File: config.mk
export PLATFORM = sky130hd
export DESIGN_NAME = sliding_window_aggregate_core_flat
export DESIGN_NICKNAME = d
export VERILOG_FILES = /design/src/hdl/swa_pkg.sv /design/src/hdl/swa_if.sv /design/src/hdl/sliding_window_aggregate_core.sv /design/src/hdl/swa_ctrl.sv /design/src/hdl/swa_datapath.sv /design/src/flat_wrapper.sv
export SDC_FILE = /design/constraint.sdc
export NUM_CORES = 2
export LEC_CHECK = 0
export ABC_CLOCK_PERIOD_IN_PS = 29200
export BUFFER_PORTS_ARGS = -buffer_cell sky130_fd_sc_hd__buf_2
export CAP_MARGIN = 15
export CORE_MARGIN = 1.5
export CORE_UTILIZATION = 28
export CTS_CLUSTER_DIAMETER = 100
export CTS_CLUSTER_SIZE = 20
export DETAILED_ROUTE_END_ITERATION = 8
export GPL_TIMING_DRIVEN = 0
export MAX_ROUTING_LAYER = met4
export PLACE_DENSITY = 0.4
export SYNTH_ARGS = -nofsm -noshare
export SYNTH_HDL_FRONTEND = slang
export SYNTH_SLANG_ARGS = --single-unit
File: constraint.sdc
create_clock -name clock -period 29.2 [get_ports clock]
set_clock_uncertainty 0.2 [all_clocks]
set_input_delay 1.46 -clock clock [delete_from_list [all_inputs] [get_ports clock]]
set_output_delay 1.46 -clock clock [all_outputs]
set_load 0.02 [all_outputs]
File: src/hdl/swa_pkg.sv
// Package for the sliding window aggregate: constants, mode codes, control structs.
// No dependencies.
`timescale 1ns / 1ps
package swa_pkg;
   localparam int WindowMaxDefault   = 64;
   localparam int SampleWidthDefault = 16;
   localparam int ResultWidth        = 32;
   localparam int LengthWidth        = 7;
   localparam int ModeWidth          = 3;
   localparam int CsrIndexWidth      = 1;

   localparam logic [ModeWidth-1:0] MODE_SUM   = 3'd0;
   localparam logic [ModeWidth-1:0] MODE_MAX   = 3'd1;
   localparam logic [ModeWidth-1:0] MODE_MIN   = 3'd2;
   localparam logic [ModeWidth-1:0] MODE_COUNT = 3'd3;
   localparam logic [ModeWidth-1:0] MODE_DEV   = 3'd4;

   localparam logic [CsrIndexWidth-1:0] CSR_WINDOW_LENGTH  = 1'b0;
   localparam logic [CsrIndexWidth-1:0] CSR_AGGREGATE_MODE = 1'b1;

   // controller -> datapath
   typedef struct packed {
      logic load;      // capture item, write ring, clear accumulators
      logic walk;      // accumulate one window entry
      logic fin_start; // compute variance numerator
      logic sqrt_step; // one square root bit
      logic div_start; // load divider
      logic div_step;  // one quotient bit
      logic finish;    // form result
   } swa_cmd_type;

   // datapath -> controller
   typedef struct packed {
      logic walk_done;
      logic need_dev;
      logic sqrt_done;
      logic div_done;
   } swa_status_type;
endpackage

File: src/hdl/swa_if.sv
// Valid/ready channel interfaces for the sliding window aggregate.
// No dependencies.
`timescale 1ns / 1ps
interface swa_req_if #(parameter int SAMPLE_WIDTH = 16);
   logic                           valid;
   logic                           ready;
   logic signed [SAMPLE_WIDTH-1:0] sample_value;
   logic                           sample_is_null;
   logic                           first_of_vector;
   modport source (output valid, sample_value, sample_is_null, first_of_vector, input ready);
   modport sink   (input valid, sample_value, sample_is_null, first_of_vector, output ready);
endinterface

interface swa_rsp_if;
   logic               valid;
   logic               ready;
   logic signed [31:0] window_result;
   logic               result_is_null;
   modport source (output valid, window_result, result_is_null, input ready);
   modport sink   (input valid, window_result, result_is_null, output ready);
endinterface

interface swa_csr_if;
   logic       valid;
   logic       ready;
   logic [0:0] index;
   logic [6:0] data;
   modport source (output valid, index, data, input ready);
   modport sink   (input valid, index, data, output ready);
endinterface

File: src/hdl/sliding_window_aggregate_core.sv
// Top level of the sliding window aggregate: registers, controller, datapath.
// Depends on swa_pkg, swa_if, swa_ctrl, swa_datapath.
`timescale 1ns / 1ps
// One signed sample per item enters a ring of WINDOW_MAX entries; one result
// item leaves per input item: sum, max, min, non-null count, or population
// standard deviation (unsigned Q16.16) over the last window_length samples.
// Items are processed one at a time. An item is loaded, then the ring is
// walked over L entries through its single read port (L = effective window
// length), then the result is formed; deviation mode adds the square root
// (two radicand bits per cycle) and the restoring divider before the output
// (root width RW = 39 with the defaults). The result sits in an output
// register, so a stalled consumer holds only the next result. No clearing
// pass after reset.
module sliding_window_aggregate_core
   import swa_pkg::*;
#(
   parameter int WINDOW_MAX   = WindowMaxDefault,
   parameter int SAMPLE_WIDTH = SampleWidthDefault
) (
   input  logic   clock,
   input  logic   reset,
   swa_req_if.sink   req,
   swa_rsp_if.source rsp,
   swa_csr_if.sink   csr
);
   logic [LengthWidth-1:0] window_length_ff;
   logic [ModeWidth-1:0]   aggregate_mode_ff;
   swa_cmd_type    cmd;
   swa_status_type status;
   logic rsp_load;
   logic [ResultWidth-1:0] res_value;
   logic res_null;
   logic rsp_valid_ff;
   logic [ResultWidth-1:0] rsp_value_ff;
   logic rsp_null_ff;

   // configuration: always ready, taken only while idle by contract
   assign csr.ready = 1'b1;
   always_ff @(posedge clock) begin
      if (reset) begin
         window_length_ff  <= LengthWidth'(1);
         aggregate_mode_ff <= MODE_SUM;
      end else if (csr.valid) begin
         unique case (csr.index)
            CSR_WINDOW_LENGTH:  window_length_ff  <= csr.data;
            CSR_AGGREGATE_MODE: aggregate_mode_ff <= csr.data[ModeWidth-1:0];
            default: ;
         endcase
      end
   end

   swa_ctrl u_ctrl (
      .clock(clock), .reset(reset),
      .req_valid(req.valid), .req_ready(req.ready),
      .rsp_free(!rsp_valid_ff || rsp.ready),
      .rsp_load(rsp_load), .cmd(cmd), .status(status)
   );

   swa_datapath #(.WINDOW_MAX(WINDOW_MAX), .SAMPLE_WIDTH(SAMPLE_WIDTH)) u_dp (
      .clock(clock), .reset(reset), .cmd(cmd), .status(status),
      .sample_value(req.sample_value), .sample_is_null(req.sample_is_null),
      .first_of_vector(req.first_of_vector),
      .window_length(window_length_ff), .aggregate_mode(aggregate_mode_ff),
      .result_value(res_value), .result_null(res_null)
   );

   // output register
   always_ff @(posedge clock) begin
      if (reset) rsp_valid_ff <= 1'b0;
      else if (rsp_load) rsp_valid_ff <= 1'b1;
      else if (rsp.ready) rsp_valid_ff <= 1'b0;
   end
   always_ff @(posedge clock) begin
      if (rsp_load) begin
         rsp_value_ff <= res_value;
         rsp_null_ff  <= res_null;
      end
   end
   assign rsp.valid          = rsp_valid_ff;
   assign rsp.window_result  = rsp_value_ff;
   assign rsp.result_is_null = rsp_null_ff;
endmodule

File: src/hdl/swa_ctrl.sv
// Sequencer for the sliding window aggregate: accepts an item, steps the datapath.
// Depends on swa_pkg.
`timescale 1ns / 1ps
module swa_ctrl
   import swa_pkg::*;
(
   input  logic           clock,
   input  logic           reset,
   input  logic           req_valid,
   output logic           req_ready,
   input  logic           rsp_free,
   output logic           rsp_load,
   output swa_cmd_type    cmd,
   input  swa_status_type status
);
   localparam logic [2:0] ST_IDLE = 3'd0;
   localparam logic [2:0] ST_WALK = 3'd1;
   localparam logic [2:0] ST_FIN  = 3'd2;
   localparam logic [2:0] ST_SQRT = 3'd3;
   localparam logic [2:0] ST_DIVL = 3'd4;
   localparam logic [2:0] ST_DIV  = 3'd5;
   localparam logic [2:0] ST_OUT  = 3'd6;

   logic [2:0] state_ff, state_in;

   always_comb begin
      state_in  = state_ff;
      cmd       = '0;
      req_ready = 1'b0;
      rsp_load  = 1'b0;
      unique case (state_ff)
         ST_IDLE: begin
            req_ready = 1'b1;
            if (req_valid) begin
               cmd.load = 1'b1;
               state_in = ST_WALK;
            end
         end
         ST_WALK: begin
            if (status.walk_done) state_in = status.need_dev ? ST_FIN : ST_OUT;
            else cmd.walk = 1'b1;
         end
         ST_FIN: begin
            cmd.fin_start = 1'b1;
            state_in = ST_SQRT;
         end
         ST_SQRT: begin
            cmd.sqrt_step = 1'b1;
            if (status.sqrt_done) state_in = ST_DIVL;
         end
         ST_DIVL: begin
            cmd.div_start = 1'b1;
            state_in = ST_DIV;
         end
         ST_DIV: begin
            cmd.div_step = 1'b1;
            if (status.div_done) state_in = ST_OUT;
         end
         ST_OUT: begin
            if (rsp_free) begin
               cmd.finish = 1'b1;
               rsp_load = 1'b1;
               state_in = ST_IDLE;
            end
         end
         default: state_in = ST_IDLE;
      endcase
   end

   always_ff @(posedge clock) begin
      if (reset) state_ff <= ST_IDLE;
      else state_ff <= state_in;
   end
endmodule

File: src/hdl/swa_datapath.sv
// Datapath: sample ring, window accumulators, bitwise square root and divider.
// Depends on swa_pkg.
`timescale 1ns / 1ps
module swa_datapath
   import swa_pkg::*;
#(
   parameter int WINDOW_MAX   = WindowMaxDefault,
   parameter int SAMPLE_WIDTH = SampleWidthDefault
) (
   input  logic                           clock,
   input  logic                           reset,
   input  swa_cmd_type                    cmd,
   output swa_status_type                 status,
   input  logic signed [SAMPLE_WIDTH-1:0] sample_value,
   input  logic                           sample_is_null,
   input  logic                           first_of_vector,
   input  logic [LengthWidth-1:0]         window_length,
   input  logic [ModeWidth-1:0]           aggregate_mode,
   output logic [ResultWidth-1:0]         result_value,
   output logic                           result_null
);
   localparam int AW = $clog2(WINDOW_MAX);
   localparam int CW = $clog2(WINDOW_MAX + 1);
   localparam int LW = (CW > LengthWidth) ? CW : LengthWidth;
   localparam int SW = SAMPLE_WIDTH + CW + 1;        // signed sum
   localparam int QW = 2 * SAMPLE_WIDTH + CW;        // sum of squares
   localparam int NW = QW + CW + 32;                 // scaled numerator
   localparam int RW = (NW + 1) / 2;                 // sqrt width
   localparam int SQW = 2 * RW;

   logic [SAMPLE_WIDTH:0] ring_mem [WINDOW_MAX];     // {null, value}
   logic [AW-1:0] slot_ff;
   logic [CW-1:0] hist_ff, len_ff, cnt_ff, idx_ff;
   logic [AW-1:0] rd_ff;
   logic          rd_valid_ff;
   logic [SAMPLE_WIDTH:0] rd_data_ff;
   logic signed [SW-1:0] sum_ff;
   logic [QW-1:0] sq_ff;
   logic signed [SAMPLE_WIDTH-1:0] best_ff;
   logic started_ff;
   logic [SQW-1:0] num_ff;
   logic [RW:0] srem_ff;
   logic [RW-1:0] root_ff;
   logic [$clog2(RW+1)-1:0] bit_ff;
   logic [RW-1:0] quo_ff, rem_ff;
   logic [$clog2(RW+1)-1:0] dbit_ff;

   // ring write and read
   logic [AW-1:0] wslot;
   logic [CW-1:0] hist_new, len_eff;
   logic [LW-1:0] wlen;
   always_comb begin
      wslot    = first_of_vector ? '0 : slot_ff;
      hist_new = first_of_vector ? CW'(1) :
                 ((hist_ff == CW'(WINDOW_MAX)) ? hist_ff : hist_ff + CW'(1));
      wlen     = LW'(window_length);
      len_eff  = (wlen > LW'(WINDOW_MAX)) ? CW'(WINDOW_MAX) : CW'(wlen);
      if (len_eff > hist_new) len_eff = hist_new;
   end

   always_ff @(posedge clock) begin
      if (cmd.load)
         ring_mem[wslot] <= {sample_is_null, sample_is_null ? '0 : sample_value};
      rd_data_ff <= ring_mem[rd_ff];
   end

   logic rd_go;
   assign rd_go = cmd.walk && (idx_ff < len_ff);

   always_ff @(posedge clock) begin
      if (reset) begin
         slot_ff <= '0;
         hist_ff <= '0;
      end else if (cmd.load) begin
         slot_ff <= (wslot == AW'(WINDOW_MAX - 1)) ? '0 : wslot + AW'(1);
         hist_ff <= hist_new;
      end
   end

   // walk: address issued, data arrives next cycle
   logic signed [SAMPLE_WIDTH-1:0] v;
   logic [SAMPLE_WIDTH-1:0] mag;
   logic use_v;
   always_comb begin
      v     = signed'(rd_data_ff[SAMPLE_WIDTH-1:0]);
      mag   = v[SAMPLE_WIDTH-1] ? SAMPLE_WIDTH'(-v) : SAMPLE_WIDTH'(v);
      use_v = rd_valid_ff && !rd_data_ff[SAMPLE_WIDTH];
   end

   logic [2*SAMPLE_WIDTH-1:0] magsq;
   assign magsq = mag * mag;

   always_ff @(posedge clock) begin
      if (cmd.load) begin
         len_ff     <= len_eff;
         idx_ff     <= '0;
         rd_ff      <= wslot;
         rd_valid_ff <= 1'b0;
         sum_ff     <= '0;
         sq_ff      <= '0;
         cnt_ff     <= '0;
         started_ff <= 1'b0;
         best_ff    <= '0;
      end else begin
         rd_valid_ff <= rd_go;
         if (rd_go) begin
            idx_ff <= idx_ff + CW'(1);
            rd_ff  <= (rd_ff == '0) ? AW'(WINDOW_MAX - 1) : rd_ff - AW'(1);
         end
         if (use_v) begin
            sum_ff <= sum_ff + SW'(v);
            sq_ff  <= sq_ff + QW'(magsq);
            cnt_ff <= cnt_ff + CW'(1);
            started_ff <= 1'b1;
            if (!started_ff ||
                ((aggregate_mode == MODE_MAX) ? (v > best_ff) : (v < best_ff)))
               best_ff <= v;
         end
      end
   end

   logic walk_done_w;
   assign walk_done_w = (idx_ff == len_ff) && !rd_valid_ff;

   // deviation: num = (c*sq - s^2) << 32, root two radicand bits per step,
   // then root / c
   logic [SW-1:0] smag;
   logic [NW-1:0] cq, ss;
   logic [RW+2:0] sq_acc, sq_try;
   logic          sq_ge;
   always_comb begin
      smag   = sum_ff[SW-1] ? SW'(-sum_ff) : SW'(sum_ff);
      cq     = NW'(sq_ff) * NW'(cnt_ff);
      ss     = NW'(smag) * NW'(smag);
      sq_acc = {srem_ff, num_ff[SQW-1 -: 2]};
      sq_try = (RW+3)'({root_ff, 2'b01});
      sq_ge  = (sq_acc >= sq_try);
   end

   logic [RW:0] rtrial;
   assign rtrial = {rem_ff, quo_ff[RW-1]} - (RW+1)'(cnt_ff);

   always_ff @(posedge clock) begin
      if (cmd.fin_start) begin
         num_ff  <= SQW'(cq - ss) << 32;
         srem_ff <= '0;
         root_ff <= '0;
         bit_ff  <= $bits(bit_ff)'(RW - 1);
      end else if (cmd.sqrt_step) begin
         num_ff <= num_ff << 2;
         if (sq_ge) begin
            srem_ff <= sq_acc[RW:0] - sq_try[RW:0];
            root_ff <= {root_ff[RW-2:0], 1'b1};
         end else begin
            srem_ff <= sq_acc[RW:0];
            root_ff <= {root_ff[RW-2:0], 1'b0};
         end
         bit_ff <= bit_ff - 1'b1;
      end
      if (cmd.div_start) begin
         quo_ff  <= root_ff;
         rem_ff  <= '0;
         dbit_ff <= $bits(dbit_ff)'(RW);
      end else if (cmd.div_step) begin
         if (!rtrial[RW]) rem_ff <= rtrial[RW-1:0];
         else rem_ff <= {rem_ff[RW-2:0], quo_ff[RW-1]};
         quo_ff  <= {quo_ff[RW-2:0], !rtrial[RW]};
         dbit_ff <= dbit_ff - 1'b1;
      end
   end

   always_comb begin
      status.walk_done = walk_done_w;
      status.need_dev  = (aggregate_mode == MODE_DEV) && (cnt_ff != '0);
      status.sqrt_done = (bit_ff == '0);
      status.div_done  = (dbit_ff == $bits(dbit_ff)'(1));
   end

   // final result
   logic signed [63:0] sum_wide;
   assign sum_wide = 64'(sum_ff);

   always_comb begin
      result_value = '0;
      result_null  = 1'b0;
      unique case (aggregate_mode)
         MODE_SUM: begin
            if (sum_wide > 64'sh7fffffff) result_value = 32'h7fffffff;
            else if (sum_wide < -64'sh80000000) result_value = 32'h80000000;
            else result_value = sum_wide[31:0];
         end
         MODE_MAX, MODE_MIN: begin
            if (started_ff) result_value = 32'(best_ff);
            else result_null = 1'b1;
         end
         MODE_COUNT: result_value = 32'(cnt_ff);
         MODE_DEV: begin
            if (cnt_ff == '0) result_null = 1'b1;
            else if (|(quo_ff >> 32)) result_value = 32'hffffffff;
            else result_value = 32'(quo_ff);
         end
         default: ;
      endcase
   end
endmodule

File: src/flat_wrapper.sv
// flat-port wrapper written by rule: the top's interface ports become plain ports
module sliding_window_aggregate_core_flat import swa_pkg::*;
#(
   parameter int WINDOW_MAX   = WindowMaxDefault,
   parameter int SAMPLE_WIDTH = SampleWidthDefault
)
  (clock, reset, req_valid, req_sample_value, req_sample_is_null, req_first_of_vector, req_ready, rsp_valid, rsp_window_result, rsp_result_is_null, rsp_ready, csr_valid, csr_index, csr_data, csr_ready);
  swa_req_if #(.SAMPLE_WIDTH(SAMPLE_WIDTH)) req_i ();
  swa_rsp_if rsp_i ();
  swa_csr_if csr_i ();
  input  logic clock;
  input  logic reset;
  input wire logic [$bits(req_i.valid)-1:0] req_valid;
  input wire logic [$bits(req_i.sample_value)-1:0] req_sample_value;
  input wire logic [$bits(req_i.sample_is_null)-1:0] req_sample_is_null;
  input wire logic [$bits(req_i.first_of_vector)-1:0] req_first_of_vector;
  output wire logic [$bits(req_i.ready)-1:0] req_ready;
  output wire logic [$bits(rsp_i.valid)-1:0] rsp_valid;
  output wire logic [$bits(rsp_i.window_result)-1:0] rsp_window_result;
  output wire logic [$bits(rsp_i.result_is_null)-1:0] rsp_result_is_null;
  input wire logic [$bits(rsp_i.ready)-1:0] rsp_ready;
  input wire logic [$bits(csr_i.valid)-1:0] csr_valid;
  input wire logic [$bits(csr_i.index)-1:0] csr_index;
  input wire logic [$bits(csr_i.data)-1:0] csr_data;
  output wire logic [$bits(csr_i.ready)-1:0] csr_ready;
  assign req_i.valid = req_valid;
  assign req_i.sample_value = req_sample_value;
  assign req_i.sample_is_null = req_sample_is_null;
  assign req_i.first_of_vector = req_first_of_vector;
  assign req_ready = req_i.ready;
  assign rsp_valid = rsp_i.valid;
  assign rsp_window_result = rsp_i.window_result;
  assign rsp_result_is_null = rsp_i.result_is_null;
  assign rsp_i.ready = rsp_ready;
  assign csr_i.valid = csr_valid;
  assign csr_i.index = csr_index;
  assign csr_i.data = csr_data;
  assign csr_ready = csr_i.ready;
  sliding_window_aggregate_core #(.WINDOW_MAX(WINDOW_MAX), .SAMPLE_WIDTH(SAMPLE_WIDTH)) u_core (.clock(clock), .reset(reset), .req(req_i), .rsp(rsp_i), .csr(csr_i));
endmodule
## Yosys cells after proc, flatten, opt, wreduce, memory -nomap -nowiden

Memory sizes are Yosys's and may differ from the RTL's. A register that Yosys moved wholly into a read port is not among the register bits.
Index checks and enable logic that the tools add are counted.

| word-level totals | value |
|---|---|
| memories kept | 1 |
| bits in writable memories | 1,088 |
| register bits | 383 |
| output and inout bits | 36 |
| input port bits | 31 |
| logic and storage cells | 148 |

| operators by class | value |
|---|---|
| $add $sub $neg | 14 |
| reduce and logical (&&, ||, !) cells | 27 |
| multiplexer cells | 51 |
| $mul | 3 |
| bitwise operators | 1 |
| equality and inequality tests | 19 |
| magnitude comparators | 8 |

Memory list:

| name | words | width | read ports | clocked after Yosys merged registers in | write ports | RTL line | RTL |
|---|---|---|---|---|---|---|---|
| u_core.u_dp.ring_mem | 64 | 17 | 1 | 1 | 1 | swa_datapath.sv:31 | `logic [SAMPLE_WIDTH:0] ring_mem [WINDOW_MAX];` |

Operators with widths:

| kind | count |
|---|---|
| $mux W32 | 5 |
| $mux W78 | 2 |
| $pmux W32 S4 | 1 |
| $mux W39 | 3 |
| $mul A24 B24 Y46 | 1 |
| $mul A39 B7 Y46 | 1 |
| $sub A46 B46 Y46 | 1 |
| $ge A42 B41 Y1 | 1 |
| $mux W40 | 1 |
| $sub A40 B40 Y40 | 1 |
| $sub A40 B7 Y40 | 1 |
| $add A39 B32 Y39 | 1 |
| $gt A24 B32 Y1 const B | 1 |
| $lt A24 B32 Y1 const B | 1 |
| $mul A16 B16 Y32 | 1 |
| $mux W16 | 2 |
| $mux W6 | 5 |
| $mux W7 | 4 |
| $add A24 B16 Y24 | 1 |
| $mux W24 | 1 |
| $neg A24 Y24 | 1 |
| $add A7 B1 Y7 const B | 3 |
| $pmux W3 S7 | 1 |
| $mux W1 | 19 |
| 32 further kinds | 64 |

## Logic depth before layout (Yosys ltp)

| depth | value |
|---|---|
| word-level depth | 7 |
| mapped depth | 40 |
| gate-level depth less buffers | 37 |

## Hierarchy

A second synthesis with hierarchy kept.

| second synthesis, totals | value |
|---|---|
| cell total of the unflattened synthesis | 7,686 |
| area, all modules | 95,967.0 um^2 |

Modules (own cells, without submodules):

| module | instances | cells each | sequential area each (um^2) | area each (um^2) |
|---|---|---|---|---|
| swa_datapath | 1 | 7,573 | 40,719.1 | 94,242.9 |
| sliding_window_aggregate_core | 1 | 81 | 1,211.2 | 1,471.4 |
| swa_ctrl | 1 | 32 | 60.1 | 252.7 |

## Least setup slack after synthesis

OpenSTA, ideal clock, no wires.

| timing | value |
|---|---|
| kind | register to register |
| from | register u_core.u_dp.sum_ff[0] |
| to | register u_core.u_dp.num_ff[74] (data pin) |
| path buffers | 2 |
| clock period less this slack | 10.097 ns |
| setup time | 0.268 ns |
| data required time | 28.732 ns |
| data arrival time | 9.629 ns |
| stages on the path, launching flop included | 35 |
| path slack | 19.103 ns |
| cell sequence | dfxtp_1 > inv_1 > clkbuf_1 > ha_1 > nand2b_1 > nor2_1 > nand2_1 > or2_2 > or3_1 > or3_1 > o41a_1 > xnor2_1 > clkinv_1 > clkbuf_1 > nand2_1 > fa_1 > inv_1 > fa_1 > fa_1 > fa_1 > inv_1 > fa_1 > fa_1 > fa_1 > fa_1 > ha_1 > a21oi_1 > o21ai_0 > a221oi_1 > o21ai_0 > o41a_1 > a221oi_1 > a21oi_1 > xnor2_1 > o21ai_0 |

| between the ends | value |
|---|---|
| longest elaborated chain between the ends | 5 |

RTL lines:

| element | RTL line | RTL |
|---|---|---|
| from (decl) | swa_datapath.sv:37 | `logic signed [SW-1:0] sum_ff;` |
| from (signal assigned) | swa_datapath.sv:111 | `sum_ff <= sum_ff + SW'(v);` |
| $neg A24 Y24 | swa_datapath.sv:132 | `smag = sum_ff[SW-1] ? SW'(-sum_ff) : SW'(sum_ff);` |
| $mux W24 * | swa_datapath.sv:132 |  |
| $mul A24 B24 Y46 * | swa_datapath.sv:134 | `ss = NW'(smag) * NW'(smag);` |
| $sub A46 B46 Y46 * | swa_datapath.sv:145 | `num_ff <= SQW'(cq - ss) << 32;` |
| $mux W78 * | swa_datapath.sv:144 | `if (cmd.fin_start) begin` |
| to (signal assigned) | swa_datapath.sv:145 |  |
| to (signal assigned) | swa_datapath.sv:150 | `num_ff <= num_ff << 2;` |
| to (decl) | swa_datapath.sv:41 | `logic [SQW-1:0] num_ff;` |

Every way passes the cells marked *; elsewhere a longest branch is shown, timed or not.
A chain may end at the register's enable or synchronous reset.

## Final worst setup path

| timing | value |
|---|---|
| from | register u_core.u_dp.sum_ff[0] |
| to | register u_core.u_dp.num_ff[76] (data pin) |

Same word-level chain as after synthesis.

==> impl_metrics.env <==
export IMPL_cts_made_buffers=99
export IMPL_synth_seq_cells=1488
export IMPL_setup_worst_path_end_class="flop"
export IMPL_slew_headroom=0.1899
export IMPL_cp_data_required_time_ns=29.54
export IMPL_cts_hold_buffers=0
export IMPL_fin_crit_sh=0.4561
export IMPL_arrival_ns=13.66
export IMPL_cts_repair_resized=0
export IMPL_fp_dieH_um=585.0
export IMPL_cpMostUsedCell="fa_1"
export IMPL_antenna_found_initial=11
export IMPL_cts_buffer_depth=4
export IMPL_track_usage=0.1771
export IMPL_drcViolationCount=0
export IMPL_vias=58218
export IMPL_postCtsSetupBuffers=0
export IMPL_h_tree_depth=3
export IMPL_status="finished clean"
export IMPL_setup_viol=0
export IMPL_worstSetupPathType="reg -> reg"
export IMPL_use_met3=0.01544
export IMPL_synth_top_flop_cell="edfxtp_1"
export IMPL_start_kind="flop"
export IMPL_syn_to_final_growth_pct=12.15
export IMPL_clkTransAtPathRegs_ns=0.09
export IMPL_synth_edf_count=1219
export IMPL_core_mm2=0.3369
export IMPL_cts_sink_count=1488
export IMPL_busiest_layer="met2"
export IMPL_io_pins=67
export IMPL_drt_antenna_violating_nets=0
export IMPL_max_freq_mhz=75.08
export IMPL_numPortBuffers=64
export IMPL_rows=213
export IMPL_grt_max_degree=72
export IMPL_cts_tree="done"
export IMPL_cp_slowest_stage_delay_ns=0.90
export IMPL_crit_slowest_cell="xor2_1"
export IMPL_hold_path_class="reg -> reg"
export IMPL_place_hpwl_um=233700
export IMPL_finalCriticalPeriod_ns=13.32
export IMPL_clock_latency_ns=0.89
export IMPL_vias_per_cell=4.661
export IMPL_grt_pass1_wl_um=432000
export IMPL_cts_root_buffer="clkbuf_16"
export IMPL_gp_congestion=0.8742
export IMPL_die_x_um=585.0
export IMPL_synth_warnings=0
export IMPL_ys_seq_area_frac=0.4428
export IMPL_fin_setup_tns_ns=0
export IMPL_drt_iter0_markers=3918
export IMPL_start_util=0.2815
export IMPL_rsz0062_at_grt="false"
export IMPL_critical_path_max_fanout=10
export IMPL_drt_total_wl_um=292200
export IMPL_ys_async_sr_fraction=0
export IMPL_drive_gt1_frac=0.1069
export IMPL_grtUsageMet1=0.2362
export IMPL_grtUsageMet2=0.2882
export IMPL_maxCapViolCount=0
export IMPL_synth_distinct_cells=83
export IMPL_final_common_cell="inv_1"
export IMPL_first_pass_iters=6
export IMPL_syn_area_mm2=0.09483
export IMPL_tightest_slew_ns=1.215
export IMPL_overflow=0
export IMPL_die_area_mm2=0.3422
export IMPL_maxSlewViolCount=0
export IMPL_syn_inst=7596
export IMPL_final_cell_mix="inv_1 (1254), edfxtp_1 (1219), fa_1 (908), nand2_1 (796), ha_1 (425)"
export IMPL_finalHoldViolations=0
export IMPL_avgSynthCellArea_um2=12.48
export IMPL_num_nets_final=9286
export IMPL_routedWlPerCell_um=23.39
export IMPL_first_global_vias=61663
==> registers in the layout (all words and copies together), names as in the netlist, 17 cells and up <==
name                      cells
u_core.u_dp.sum_ff           24
u_core.u_dp.sq_ff            39
u_core.u_dp.quo_ff           39
u_core.u_dp.rem_ff           39
u_core.u_dp.rd_data_ff       17
u_core.rsp.window_result     32
u_core.u_dp.srem_ff          40
u_core.u_dp.root_ff          39
u_core.u_dp.num_ff           46
u_core.u_dp.ring_mem       1088
==> layer usage <==
layer / vias to the layer above / wire (µm)
met5: - / 0
met4: 0 / 9445
met3: 303 / 10020
met2: 1109 / 139700
met1: 30455 / 133000
li1: 26351 / -
==> Yosys cell counts (13+ instances only) <==
library cell,n,area share
dfxtp_1,269,0.057
nand3_1,122,0.0064
nor3_1,57,0.0030
and2_1,71,0.0047
a21oi_1,224,0.012
a32oi_1,13,0.0012
o21bai_1,14,0.0011
buf_1,65,0.0026
o31ai_1,19,0.0015
fa_1,908,0.19
o21ai_0,270,0.014
clkbuf_1,231,0.0091
nor2b_1,53,0.0035
a22oi_1,17,0.0013
and3_1,22,0.0015
xnor2_1,112,0.010
edfxtp_1,1219,0.39
nand4_1,30,0.0020
nand2_1,796,0.032
mux2i_1,49,0.0052
nand2b_1,47,0.0031
inv_1,1254,0.050
mux2_2,41,0.0049
nor2_1,422,0.017
clkinv_1,17,0.00067
a31oi_1,31,0.0020
o211ai_1,30,0.0024
a21o_1,84,0.0067
xor2_1,89,0.0082
ha_1,425,0.056
mux4_2,357,0.085
o21a_1,31,0.0025
or3_1,28,0.0018
a211oi_1,21,0.0017
==> critical path: cells and delay by family, from the launching register on <==
family          cells  cell delay, ns
compound gates      7            2.19
simple gates        9            2.04
buf+inv             6            2.13
flops               1            0.60
fa+ha+maj          10            4.80
xor+xnor            1            0.90
mux                 1            0.17
==> logic make-up after synthesis <==
logic type | synth area share
AND/OR/NAND/NOR | 0.07930
flip-flops | 0.4428
adder cells (fa/ha/maj) | 0.2478
XOR/XNOR | 0.01856
multiplexers | 0.09483
AO/OA/AOI/OAI | 0.05390
buffers and inverters | 0.06274
other | 0.00007920
==> layout make-up <==
cell class,count,area [µm²]
diodes,6,15.01
plain buffers,303,1171
clock buffers,124,2634
clock inverters,25,250.2
fillers,34027,230500
inverters,1275,4787
multi-input cells,4562,47410
flip-flops and latches,1488,41990
well taps,4515,5649
repair buffers,193,2439
==> per-stage QoR <==
step / util / setup WS [ns] / instance area [µm²] / cells / hold WS (ns)
after global routing: 0.3157 / 15.41 / 106300 / 12486 / 0.3072
after detailed placement: 0.3068 / 15.72 / 103400 / 12330 / 0.2702
after global placement: 0.2996 / 13.69 / 100900 / 12207 / 0.2553
after CTS: 0.3154 / 15.73 / 106200 / 12479 / 0.2839
final: 0.3157 / 15.88 / 106300 / 12491 / 0.2861
after floorplan: - / 19.10 / 94950 / 7628 / 0.2366
==> worst paths after layout <==
path                            slack [ns]              startpoint  depth (start not counted)                      to
worst max-delay path                 15.88   u_core.u_dp.sum_ff[0]                         34  u_core.u_dp.num_ff[76]
worst min-delay path                  0.29  u_core.u_dp.srem_ff[6]                          2  u_core.u_dp.srem_ff[6]
worst max register to register       15.88   u_core.u_dp.sum_ff[0]                         34  u_core.u_dp.num_ff[76]
worst min register to register        0.29  u_core.u_dp.srem_ff[6]                          2  u_core.u_dp.srem_ff[6]
Power is not shown: default switching activity piles up to over one toggle a cycle in this logic, so the estimate is an artifact.
